## config.mk

```make
export PLATFORM = sky130hd
export DESIGN_NAME = scoped_symbol_table
export DESIGN_NICKNAME = d
export VERILOG_FILES = /design/src/rtl/sst_pkg.sv /design/src/rtl/sst_ram.sv /design/src/rtl/sst_ctrl.sv /design/src/rtl/scoped_symbol_table.sv
export SDC_FILE = /design/constraint.sdc
export NUM_CORES = 2
export LEC_CHECK = 0
export BUFFER_PORTS_ARGS = -buffer_cell sky130_fd_sc_hd__buf_2
export CORE_UTILIZATION = 38
export DETAILED_ROUTE_END_ITERATION = 8
export PLACE_DENSITY = 0.63
export SYNTH_ARGS = -nofsm -noshare
export SYNTH_HDL_FRONTEND = slang
export SYNTH_HIERARCHICAL = 1
export SYNTH_SLANG_ARGS = --single-unit
```

## constraint.sdc

```tcl
create_clock -name clk -period 16.6 [get_ports clk]
set_input_delay 4.15 -clock clk [delete_from_list [all_inputs] [get_ports clk]]
set_output_delay 4.15 -clock clk [all_outputs]
set_load 0.01 [all_outputs]
```

## src/rtl/sst_pkg.sv

```systemverilog
`timescale 1ns / 1ps
`default_nettype none
// ----------------------------------------------------------------------------
// sst_pkg: shared types and constants of the scoped symbol table
// Holds the request and response formats, the request codes, the status
// codes, the stored entry layout and the controller state encoding.
// ----------------------------------------------------------------------------
package sst_pkg;

	// Default number of table entries.
	localparam int unsigned TABLE_DEPTH_DEF = 16;

	// Field widths fixed by the request and response formats.
	localparam int unsigned OP_W     = 3;
	localparam int unsigned KEY_W    = 64;
	localparam int unsigned BYTE_W   = 8;
	localparam int unsigned STATUS_W = 2;
	localparam int unsigned USED_W   = 5;

	// Request codes.
	typedef enum logic [OP_W-1:0] {
		OP_INSERT = 3'd0,
		OP_LOOKUP = 3'd1,
		OP_UPDATE = 3'd2,
		OP_DELETE = 3'd3,
		OP_PURGE  = 3'd4
	} op_t;

	// Response status codes.
	typedef enum logic [STATUS_W-1:0] {
		ST_OK       = 2'd0,
		ST_NOTFOUND = 2'd1,
		ST_FULL     = 2'd2
	} status_t;

	// One stored table entry.
	typedef struct packed {
		logic [KEY_W-1:0]  key;
		logic [BYTE_W-1:0] value;
		logic [BYTE_W-1:0] scope;
	} entry_t;

	// One request as seen by the controller.
	typedef struct packed {
		logic [OP_W-1:0]   op;
		logic [KEY_W-1:0]  key;
		logic [BYTE_W-1:0] data_byte;
		logic [BYTE_W-1:0] scope_tag;
	} req_t;

	// One response as produced by the controller.
	typedef struct packed {
		logic [STATUS_W-1:0] status;
		logic [BYTE_W-1:0]   found_value;
		logic [BYTE_W-1:0]   found_scope;
		logic [USED_W-1:0]   entries_used;
	} res_t;

	// Controller states.
	typedef enum logic [1:0] {
		S_IDLE,
		S_READ,
		S_CHECK,
		S_FINISH
	} state_t;

endpackage
`default_nettype wire

```

## src/rtl/sst_ram.sv

```systemverilog
`timescale 1ns / 1ps
`default_nettype none
// ----------------------------------------------------------------------------
// sst_ram: generic single-port-write, single-port-read RAM
// One write and one read per cycle; the read data is registered.
// ----------------------------------------------------------------------------
module sst_ram #(
	parameter int unsigned WIDTH = 8,
	parameter int unsigned DEPTH = 16
) (
	input  wire logic                     clk,
	input  wire logic                     we,
	input  wire logic [$clog2(DEPTH)-1:0] waddr,
	input  wire logic [WIDTH-1:0]         wdata,
	input  wire logic [$clog2(DEPTH)-1:0] raddr,
	output logic      [WIDTH-1:0]         rdata
);

	logic [WIDTH-1:0] mem_q [DEPTH];

	// Write port.
	always_ff @(posedge clk) begin
		if (we) begin
			mem_q[waddr] <= wdata;
		end
	end

	// Registered read port.
	always_ff @(posedge clk) begin
		rdata <= mem_q[raddr];
	end

endmodule
`default_nettype wire

```

## src/rtl/sst_ctrl.sv

```systemverilog
`timescale 1ns / 1ps
`default_nettype none
// ----------------------------------------------------------------------------
// sst_ctrl: request sequencer of the scoped symbol table
// Takes one request at a time, walks the entry memory with a read and a
// check state per entry, rewrites or compacts entries in place, and hands
// a response to the output register.
// ----------------------------------------------------------------------------
module sst_ctrl #(
	parameter int unsigned TABLE_DEPTH = sst_pkg::TABLE_DEPTH_DEF
) (
	input  wire logic                           clk,
	input  wire logic                           arst_n,
	input  wire logic                           req_valid,
	output logic                                req_ready,
	input  wire sst_pkg::req_t                  req,
	output logic                                res_valid,
	input  wire logic                           res_ready,
	output sst_pkg::res_t                       res,
	output logic                                mem_we,
	output logic [$clog2(TABLE_DEPTH)-1:0]      mem_waddr,
	output sst_pkg::entry_t                     mem_wdata,
	output logic [$clog2(TABLE_DEPTH)-1:0]      mem_raddr,
	input  wire sst_pkg::entry_t                mem_rdata
);

	localparam int unsigned IW = $clog2(TABLE_DEPTH);
	localparam int unsigned CW = $clog2(TABLE_DEPTH + 1);

	sst_pkg::state_t              state_q, state_nx;
	sst_pkg::op_t                 op_q;
	logic [sst_pkg::KEY_W-1:0]    key_q;
	logic [sst_pkg::BYTE_W-1:0]   data_q;
	logic [sst_pkg::BYTE_W-1:0]   scope_q;
	logic [IW-1:0]                idx_q;
	logic [CW-1:0]                kept_q;
	logic [CW-1:0]                count_q;
	sst_pkg::status_t             status_q;
	logic [sst_pkg::BYTE_W-1:0]   fv_q;
	logic [sst_pkg::BYTE_W-1:0]   fs_q;

	sst_pkg::op_t                 req_op;
	logic                         accept;
	logic                         full;
	logic                         scan_op;
	logic                         name_hit;
	logic                         scope_hit;
	logic                         drop_hit;
	logic                         scan_last;
	logic                         scan_stop;
	logic [CW-1:0]                kept_nx;

	assign req_op = sst_pkg::op_t'(req.op);
	assign accept = req_valid && req_ready;
	assign full   = (count_q == CW'(TABLE_DEPTH));

	// Decode of the entry under check.
	always_comb begin
		scan_op   = (req_op == sst_pkg::OP_LOOKUP) || (req_op == sst_pkg::OP_UPDATE) ||
		            (req_op == sst_pkg::OP_DELETE) || (req_op == sst_pkg::OP_PURGE);
		name_hit  = (mem_rdata.key == key_q);
		scope_hit = (mem_rdata.scope == scope_q);
		drop_hit  = (op_q == sst_pkg::OP_PURGE) ? scope_hit : name_hit;
		kept_nx   = kept_q + CW'(!drop_hit);
		scan_last = ((CW'(idx_q) + CW'(1)) == count_q);
		scan_stop = scan_last ||
		            (((op_q == sst_pkg::OP_LOOKUP) || (op_q == sst_pkg::OP_UPDATE)) && name_hit);
	end

	// Next state.
	always_comb begin
		state_nx = state_q;
		unique case (state_q)
			sst_pkg::S_IDLE: begin
				if (req_valid) begin
					state_nx = (scan_op && (count_q != '0)) ? sst_pkg::S_READ : sst_pkg::S_FINISH;
				end
			end
			sst_pkg::S_READ: begin
				state_nx = sst_pkg::S_CHECK;
			end
			sst_pkg::S_CHECK: begin
				state_nx = scan_stop ? sst_pkg::S_FINISH : sst_pkg::S_READ;
			end
			sst_pkg::S_FINISH: begin
				if (res_ready) begin
					state_nx = sst_pkg::S_IDLE;
				end
			end
			default: begin
				state_nx = sst_pkg::S_IDLE;
			end
		endcase
	end

	// Handshake and memory port outputs.
	always_comb begin
		req_ready = 1'b0;
		res_valid = 1'b0;
		mem_we    = 1'b0;
		mem_waddr = idx_q;
		mem_wdata = mem_rdata;
		mem_raddr = idx_q;
		unique case (state_q)
			sst_pkg::S_IDLE: begin
				req_ready = 1'b1;
				// Insert appends at the current end of the table.
				if (req_valid && (req_op == sst_pkg::OP_INSERT) && !full) begin
					mem_we          = 1'b1;
					mem_waddr       = count_q[IW-1:0];
					mem_wdata.key   = req.key;
					mem_wdata.value = req.data_byte;
					mem_wdata.scope = req.scope_tag;
				end
			end
			sst_pkg::S_READ: begin
			end
			sst_pkg::S_CHECK: begin
				if (op_q == sst_pkg::OP_UPDATE) begin
					mem_we          = name_hit;
					mem_wdata.value = data_q;
				end else if ((op_q == sst_pkg::OP_DELETE) || (op_q == sst_pkg::OP_PURGE)) begin
					// Kept entries move down to the compacted position.
					mem_we    = !drop_hit;
					mem_waddr = kept_q[IW-1:0];
				end
			end
			sst_pkg::S_FINISH: begin
				res_valid = 1'b1;
			end
			default: begin
			end
		endcase
	end

	assign res.status       = status_q;
	assign res.found_value  = fv_q;
	assign res.found_scope  = fs_q;
	assign res.entries_used = sst_pkg::USED_W'(count_q);

	// Request payload, capture on accept.
	always_ff @(posedge clk) begin
		if (accept) begin
			op_q    <= req_op;
			key_q   <= req.key;
			data_q  <= req.data_byte;
			scope_q <= req.scope_tag;
		end
	end

	// Control state and scan bookkeeping.
	always_ff @(posedge clk or negedge arst_n) begin
		if (!arst_n) begin
			state_q  <= sst_pkg::S_IDLE;
			count_q  <= '0;
			idx_q    <= '0;
			kept_q   <= '0;
			status_q <= sst_pkg::ST_OK;
			fv_q     <= '0;
			fs_q     <= '0;
		end else begin
			state_q <= state_nx;
			if (accept) begin
				idx_q    <= '0;
				kept_q   <= '0;
				fv_q     <= '0;
				fs_q     <= '0;
				status_q <= sst_pkg::ST_OK;
				if (req_op == sst_pkg::OP_INSERT) begin
					if (full) begin
						status_q <= sst_pkg::ST_FULL;
					end else begin
						count_q <= count_q + CW'(1);
					end
				end else if ((count_q == '0) && ((req_op == sst_pkg::OP_LOOKUP) ||
				             (req_op == sst_pkg::OP_UPDATE) || (req_op == sst_pkg::OP_DELETE))) begin
					status_q <= sst_pkg::ST_NOTFOUND;
				end
			end
			if (state_q == sst_pkg::S_CHECK) begin
				idx_q  <= idx_q + IW'(1);
				kept_q <= kept_nx;
				if ((op_q == sst_pkg::OP_LOOKUP) || (op_q == sst_pkg::OP_UPDATE)) begin
					if (name_hit) begin
						if (op_q == sst_pkg::OP_LOOKUP) begin
							fv_q <= mem_rdata.value;
							fs_q <= mem_rdata.scope;
						end
					end else if (scan_last) begin
						status_q <= sst_pkg::ST_NOTFOUND;
					end
				end else if (scan_last) begin
					count_q <= kept_nx;
					if ((op_q == sst_pkg::OP_DELETE) && (kept_nx == count_q)) begin
						status_q <= sst_pkg::ST_NOTFOUND;
					end
				end
			end
		end
	end

`ifndef NO_ASSERTIONS
	// The entry count never passes the table size.
	a_count_bound: assert property (@(posedge clk) disable iff (!arst_n)
		count_q <= CW'(TABLE_DEPTH))
		else $error("entry count above table size");

	// Compaction never writes ahead of the entry being checked.
	a_kept_behind: assert property (@(posedge clk) disable iff (!arst_n)
		(state_q == sst_pkg::S_CHECK) |-> (kept_q <= CW'(idx_q)))
		else $error("compaction pointer ahead of scan pointer");

	// Memory writes stay inside the used part of the table or append at its end.
	a_write_range: assert property (@(posedge clk) disable iff (!arst_n)
		mem_we |-> (CW'(mem_waddr) <= count_q))
		else $error("memory write beyond table end");

	// A successful insert grows the table by one entry.
	a_insert_grows: assert property (@(posedge clk) disable iff (!arst_n)
		(accept && (req_op == sst_pkg::OP_INSERT) && !full) |=>
		(count_q == $past(count_q) + CW'(1)))
		else $error("insert did not grow the table");
`endif

endmodule
`default_nettype wire

```

## src/rtl/scoped_symbol_table.sv

```systemverilog
`timescale 1ns / 1ps
`default_nettype none
// Insert and unknown requests, and any request while the table is empty, go from S_IDLE
// straight to S_FINISH; lookup, update, delete and purge otherwise pass through S_READ
// and S_CHECK for each entry examined. One request is handled at a time, as each entry
// is read and then checked through the single entry memory port.
// A new request is taken while the previous response waits in the output register.
// Reset clears the entry count and the handshake state; entry memory is not cleared.
// ----------------------------------------------------------------------------
// scoped_symbol_table: ordered table of named byte variables with scopes
// Supports insert, lookup, update, delete by name and purge by scope over
// a single entry memory with in-place compaction.
// ----------------------------------------------------------------------------
module scoped_symbol_table #(
	parameter int unsigned TABLE_DEPTH = sst_pkg::TABLE_DEPTH_DEF
) (
	input  wire logic        clk,
	input  wire logic        arst_n,
	input  wire logic        s_tvalid,
	output logic             s_tready,
	input  wire logic [79:0] s_tdata,  // key[63:0], data_byte[71:64], scope_tag[79:72]
	input  wire logic [2:0]  s_tuser,  // op[2:0]
	output logic             m_tvalid,
	input  wire logic        m_tready,
	output logic [23:0]      m_tdata   // status[1:0], found_value[9:2], found_scope[17:10],
	                                   // entries_used[22:18], zero[23]
);

	localparam int unsigned IW = $clog2(TABLE_DEPTH);

	sst_pkg::req_t   req;
	sst_pkg::res_t   res;
	logic            res_valid;
	logic            res_ready;
	logic            mem_we;
	logic [IW-1:0]   mem_waddr;
	sst_pkg::entry_t mem_wdata;
	logic [IW-1:0]   mem_raddr;
	sst_pkg::entry_t mem_rdata;
	sst_pkg::res_t   out_q;
	logic            out_valid_q;

	// Unpack the incoming request.
	assign req.op        = s_tuser;
	assign req.key       = s_tdata[63:0];
	assign req.data_byte = s_tdata[71:64];
	assign req.scope_tag = s_tdata[79:72];

	sst_ctrl #(
		.TABLE_DEPTH(TABLE_DEPTH)
	) u_ctrl (
		.clk       (clk),
		.arst_n    (arst_n),
		.req_valid (s_tvalid),
		.req_ready (s_tready),
		.req       (req),
		.res_valid (res_valid),
		.res_ready (res_ready),
		.res       (res),
		.mem_we    (mem_we),
		.mem_waddr (mem_waddr),
		.mem_wdata (mem_wdata),
		.mem_raddr (mem_raddr),
		.mem_rdata (mem_rdata)
	);

	sst_ram #(
		.WIDTH ($bits(sst_pkg::entry_t)),
		.DEPTH (TABLE_DEPTH)
	) u_entry_ram (
		.clk   (clk),
		.we    (mem_we),
		.waddr (mem_waddr),
		.wdata (mem_wdata),
		.raddr (mem_raddr),
		.rdata (mem_rdata)
	);

	// Output register: loads when empty or when its response is taken.
	assign res_ready = !out_valid_q || m_tready;

	always_ff @(posedge clk or negedge arst_n) begin
		if (!arst_n) begin
			out_valid_q <= 1'b0;
		end else if (res_ready) begin
			out_valid_q <= res_valid;
		end
	end

	always_ff @(posedge clk) begin
		if (res_ready && res_valid) begin
			out_q <= res;
		end
	end

	assign m_tvalid = out_valid_q;
	assign m_tdata  = {1'b0, out_q.entries_used, out_q.found_scope,
	                   out_q.found_value, out_q.status};

endmodule
`default_nettype wire
```

# [After elaboration in Yosys (flattened, before gate mapping)]
# Memory sizes are Yosys's and may differ from the RTL's. A register that Yosys moved wholly into a read port is not among the register bits.
# Index checks and enable logic that the tools add are counted.
[word_totals] register_bits=141 ram_bits=1280 out_inout_bits=26 wordCells=116 memories=1
[mem_list] memory="u_entry_ram.mem_q" words=16 word_bits=80 read_ports=1 rd_ports_with_merged_regs=1 wr=1 line_no="sst_ram.sv:19" source="logic [WIDTH-1:0] mem_q [DEPTH];"
[classes] addsub=4 n_eq_ne=18 muxes=53 n_reduce_logical=24
[op_table] op="$mux W8" count=12
[op_table] op="$mux W80" count=1
[op_table] op="$eq A64 B64 Y1" count=1
[op_table] op="$mux W64" count=1
[op_table] op="$mux W5" count=8
[op_table] op="$mux W2" count=13
[op_table] op="$mux W4" count=5
[op_table] op="$pmux W8 S2" count=1
[op_table] op="$eq A3 B2 Y1 const B" count=4
[op_table] op="$eq A5 B5 Y1" count=2
[op_table] op="$mux W1" count=9
[op_table] op="$eq A8 B8 Y1" count=1
[op_table] op="$logic_and A1 B1 Y1" count=8
[op_table] op="$pmux W2 S4" count=1
[op_table] op="$pmux W4 S2" count=1
[op_table] op="$logic_or A1 B1 Y1" count=7
[op_table] op="$eq A3 B1 Y1 const B" count=2
[op_table] op="$eq A3 B3 Y1 const B" count=2
[op_table] op="$add A4 B1 Y5 const B" count=1
[op_table] op="$add A5 B1 Y5" count=1
[op_table] op="$add A5 B1 Y5 const B" count=1
[op_table] op="$eq A5 B5 Y1 const B" count=1
[op_table] op="$logic_not A5 Y1" count=1
[op_table] op="$reduce_bool A5 Y1" count=1
[op_table] op="10 further kinds" count=14

# [Depth between registers and ports, before layout]
[depth] ltp_word=11 depth_mapped=13 depth_no_buf=13

# [Cells and area by module]
# Netlist, hierarchy kept.
[by_module_without_submodules] mod="sst_ram" instances=1 cells_per_inst=2054 area_each_um2=49437.4
[by_module_without_submodules] mod="sst_ctrl" instances=1 cells_per_inst=664 area_each_um2=6409.9
[by_module_without_submodules] mod="scoped_symbol_table" instances=1 cells_per_inst=29 area_each_um2=755.7

# [Least setup slack after synthesis]
# No wires, ideal clock.
[synth_path] kind="input to register" startpoint="input port s_tuser[0]" endpoint="memory u_entry_ram/mem_q[0][0] (netlist name), enable pin" setup_time_ns=0.616 t_arrival_ns=11.544 required_ns=15.984 path_slack_ns=4.440 stages=8 cell_sequence="or4b_1 nor3_1 nand2b_1 clkbuf_1 clkbuf_1 o211ai_1 or3b_1 nor3_1"
[synth_via] elab_chain_len=7 word_cells_on_any_way=9
[synth_lines] element="start: declaration" line_no="scoped_symbol_table.sv:22" source="input wire logic [2:0] s_tuser,"
[synth_lines] element="$logic_not A3 Y1" line_no="sst_ctrl.sv:108" source="if (req_valid && (req_op == sst_pkg::OP_INSERT) && !full) begin"
[synth_lines] element="$logic_and A1 B1 Y1 (2 in series)" line_no="sst_ctrl.sv:108"
[synth_lines] element="$mux W1" line_no="sst_ctrl.sv:108"
[synth_lines] element="$pmux W1 S2" line_no="sst_ctrl.sv:104" source="unique case (state_q)"
[synth_lines] element="named net mem_we" line_no="scoped_symbol_table.sv:35" source="logic mem_we;"
[synth_lines] element="$mux W1" line_no="sst_ram.sv:23" source="if (we) begin"
[synth_lines] element="$mux W1 (not written as such)" line_no="sst_ram.sv:24" source="mem_q[waddr] <= wdata;"
[synth_lines] element="end: declaration" line_no="sst_ram.sv:19"
# The timed path passes the listed nets, and every way through them passes these cells.

# [Worst setup path in the final report]
[layout_path] startpoint="input port s_tuser[0]" endpoint="memory u_entry_ram/mem_q[14][50] (netlist name), enable pin"
# Same word-level chain as after synthesis.

==> impl_metrics.py <==
metrics = {
    "worst_setup_path": {
        "cp-end-kind": "register",
        "required_ps": 16980,
        "path_max_fanout": 37,
        "worstSetupStartpointType": "input pin",
        "critPathArrivalTime_ps": 8670,
        "worst-setup-path-type": "in2reg",
    },
    "timing": {
        "finalHoldViolCount": 0,
        "post-route-min-period_ps": 8290,
        "whs_ps": 441,
        "rsz0062_at_grt": "false",
        "fmax_mhz": 121,
        "setup_viol": 0,
        "report.final.slew_viol_count": 0,
        "tns_ps": 0,
        "finalClockSkew_ps": 30.4,
        "relSlewSlack": 0.209,
        "post-route-period-util": 0.499,
        "worstMarginPinSlew_ps": 1190,
        "fin_ws_ps": 8310,
    },
    "grt": {
        "grt_pass1_wl_um": 191000,
        "antenna_found_initial": 4,
        "grt_max_degree": 147,
        "gr-total-overflow": 0,
        "grt_pass1_vias": 27600,
        "grt_usage": 0.174,
    },
    "yosys": {
        "ys_seq_area_frac": 0.779,
        "ys_ff_latch": 1501,
        "ys_warn_count": 6,
        "synth_edf_count": 1386,
        "postSynthAreaPerCell_sq_um": 20.6,
        "ys.flop_type": "edfxtp_1",
        "synth.distinct_cells": 57,
        "syn-num-nets": 2839,
        "async_reset_ff_frac": 0.0233,
        "netlist_area_sq_mm": 0.0566,
        "synthCells": 2747,
    },
    "cts": {
        "cts_resized": 0,
        "cts-buffers-inserted": 146,
        "cts.sinks": 1501,
        "postCtsHoldBufs": 0,
        "clockBufferDepth": 3,
        "clkTransAtPathRegs_ps": 60,
        "root_buffer": "clkbuf_16",
        "post_cts_buffers": 0,
        "clk_latency_ps": 780,
        "cts_max_level": 4,
        "cts_tree": "yes",
    },
    "worst_hold_path": {
        "hold_path_class": "reg2reg",
    },
    "power": {
        "comb_power_share": 0.224,
        "power.density_mw_per_mm2": 169,
        "p_sw_frac": 0.284,
        "power.internal_mw": 7.79,
        "vdd_ir_drop_max_uv": 106,
        "total_power_mw": 10.9,
        "p_leak_nw": 20.6,
        "seq_power_share": 0.471,
        "power_frac_clock": 0.305,
        "p_switching_mw": 3.09,
    },
    "final_layout": {
        "fin_util": 0.435,
        "n_fill_cell": 12600,
        "layout-drive-gt1-share": 0.240,
        "fin_nets": 3013,
        "syn_to_final_growth_pct": 13.6,
    },
    "routing": {
        "wl_per_cell_um": 26.3,
        "top_layer": "met4",
        "drt_first_pass_iters": 5,
        "dr_wl_met3_um": 9730,
        "drt-met1-wl_um": 58100,
        "routed_via_density": 5.51,
        "antenna_left": 0,
        "num_vias": 27400,
        "drc": 0,
        "drt_wl_total_um": 131000,
        "dr_wl_met2_um": 60500,
        "drt_iter0_markers": 2548,
    },
    "place": {
        "portBuffers": 111,
        "routabilityCongestion": 0.752,
        "dp_hpwl_um": 68800,
        "pre_cts_ws_ps": 7540,
    },
    "floorplan": {
        "dieArea_sq_mm": 0.151,
        "core.rowCount": 141,
        "io_pins": 113,
        "die_x_um": 388,
        "die_y_um": 388,
        "coreArea_sq_mm": 0.148,
        "start_util": 0.383,
    },
    "outcome": {
        "status": "complete, no violations",
    },
    "flow_run": {
        "drv_cap": 0,
    },
}
-- flip-flops by register name, indices dropped and copies added, names as in the netlist --
| register | count |
|---|---|
| u_ctrl/fv_q | 8 |
| u_ctrl/kept_q | 5 |
| u_ctrl/fs_q | 8 |
| u_entry_ram/rdata | 80 |
| u_ctrl/state_q | 2 |
| u_ctrl/key_q | 64 |
| u_ctrl/scope_q | 8 |
| u_ctrl/op_q | 3 |
| u_ctrl/count_q | 5 |
| u_ctrl/data_q | 8 |
| u_ctrl/status_q | 2 |
| u_entry_ram/mem_q | 1280 |
| u_ctrl/mem_raddr | 4 |
| m_tvalid | 1 |
| m_tdata | 23 |
-- layer usage --
metal  track usage  vias up
li1              -    11500
met1         0.258    14600
met2         0.264     1061
met3        0.0326      174
met4        0.0464        0
met5             0        -
-- worst max-delay path: stages --
cell	delay (ps)
buf_2	110
or4b_1	670
nor3_1	560
nand2b_4	410
o211ai_1	290
nand3_1	360
nor2_4	660
buf_4	620
buf_4	700
-- final timing paths --
path,cells after the start,start,slack [ps],to
setup / recovery,9,s_tuser[0],8310,u_entry_ram/mem_q[14][50]
hold / removal,0,u_ctrl/fv_q[7],440,m_tdata[9]
setup reg to reg,10,u_ctrl/key_q[17],10870,u_entry_ram/mem_q[14][50]
hold reg to reg,0,u_ctrl/fv_q[7],440,m_tdata[9]
max in group asynchronous,1,arst_n,12490,u_ctrl/mem_raddr[1]
min in group asynchronous,1,arst_n,3480,u_ctrl/fs_q[2]
-- logic make-up (layout without fill, tap and decap cells) --
kind of cell / count (synthesis) / count (layout) / synth area share
multiplexers: 343 / 343 / 0.131
flip-flops: 1501 / 1501 / 0.779
AO/OA/AOI/OAI: 210 / 210 / 0.0274
AND/OR/NAND/NOR: 443 / 443 / 0.0335
XOR/XNOR: 90 / 90 / 0.0139
other: 1 / 3 / 0.0000663
buffers and inverters: 154 / 448 / 0.0135
adder cells (fa/ha/maj): 5 / 5 / 0.00111
-- through the flow --
stage	cell area, sq um	std cells
finish	64300	4973
global route	64300	4971
CTS	64300	4971
detailed placement	59500	4703
global placement	59500	4703
floorplan	56600	2747
-- cell usage after synthesis (4+ instances only) --
library cell,instances,area [sq um]
ha_1,5,62.6
mux2i_1,22,220
dfxtp_1,80,1600
xor2_1,12,105
nor2b_1,4,25.0
edfxtp_1,1386,41600
buf_6,15,169
a22oi_1,176,1320
buf_2,38,190
buf_1,22,82.6
o21ai_0,12,60.1
dfrtp_1,35,876
nand2b_1,8,50.1
nand2_1,340,1280
nor3_1,9,45.0
nor4_1,5,31.3
nand3_1,6,30.0
nor2_1,27,101
mux4_2,320,7210
clkbuf_1,54,203
inv_1,17,63.8
buf_4,7,52.6
xnor2_1,78,683
nand4_1,19,119
a21oi_1,4,20.0
-- layout by cell type (no fill, tap or decap), types with 16 or more instances in the layout --
cell type  instances
a22oi_1          176
buf_2            111
dfrtp_1           33
buf_4             48
clkbuf_16        149
clkinv_2          19
clkinv_1          16
nand2_1          340
mux4_2           320
xnor2_1           78
edfxtp_1        1386
mux2i_1           22
inv_1             16
dfxtp_1           80
clkbuf_1          40
nand4_1           19
-- cell type report --
class,count,area (sq um),area share
well taps,1930,2410,0.0376
multi-input cells,1092,11900,0.185
flip-flops and latches,1501,44100,0.686
clock inverters,66,742,0.0115
inverters,17,68.8,0.00107
diodes,2,5.00,0.0000779
repair buffers,163,996,0.0155
clock buffers,202,4060,0.0631
-- power by group through the flow --
stage | clock (mW) | combinational, mW | sequential (mW)
2_1_floorplan | 0 | 1.78 | 5.12
3_5_place_dp | 0 | 2.46 | 5.21
6_report | 3.32 | 2.43 | 5.13
4_1_cts | 3.38 | 2.47 | 5.13
3_3_place_gp | 0 | 2.43 | 5.21
5_1_grt | 3.52 | 2.65 | 5.16
No activity file was read; power rests on OpenSTA's default activity.
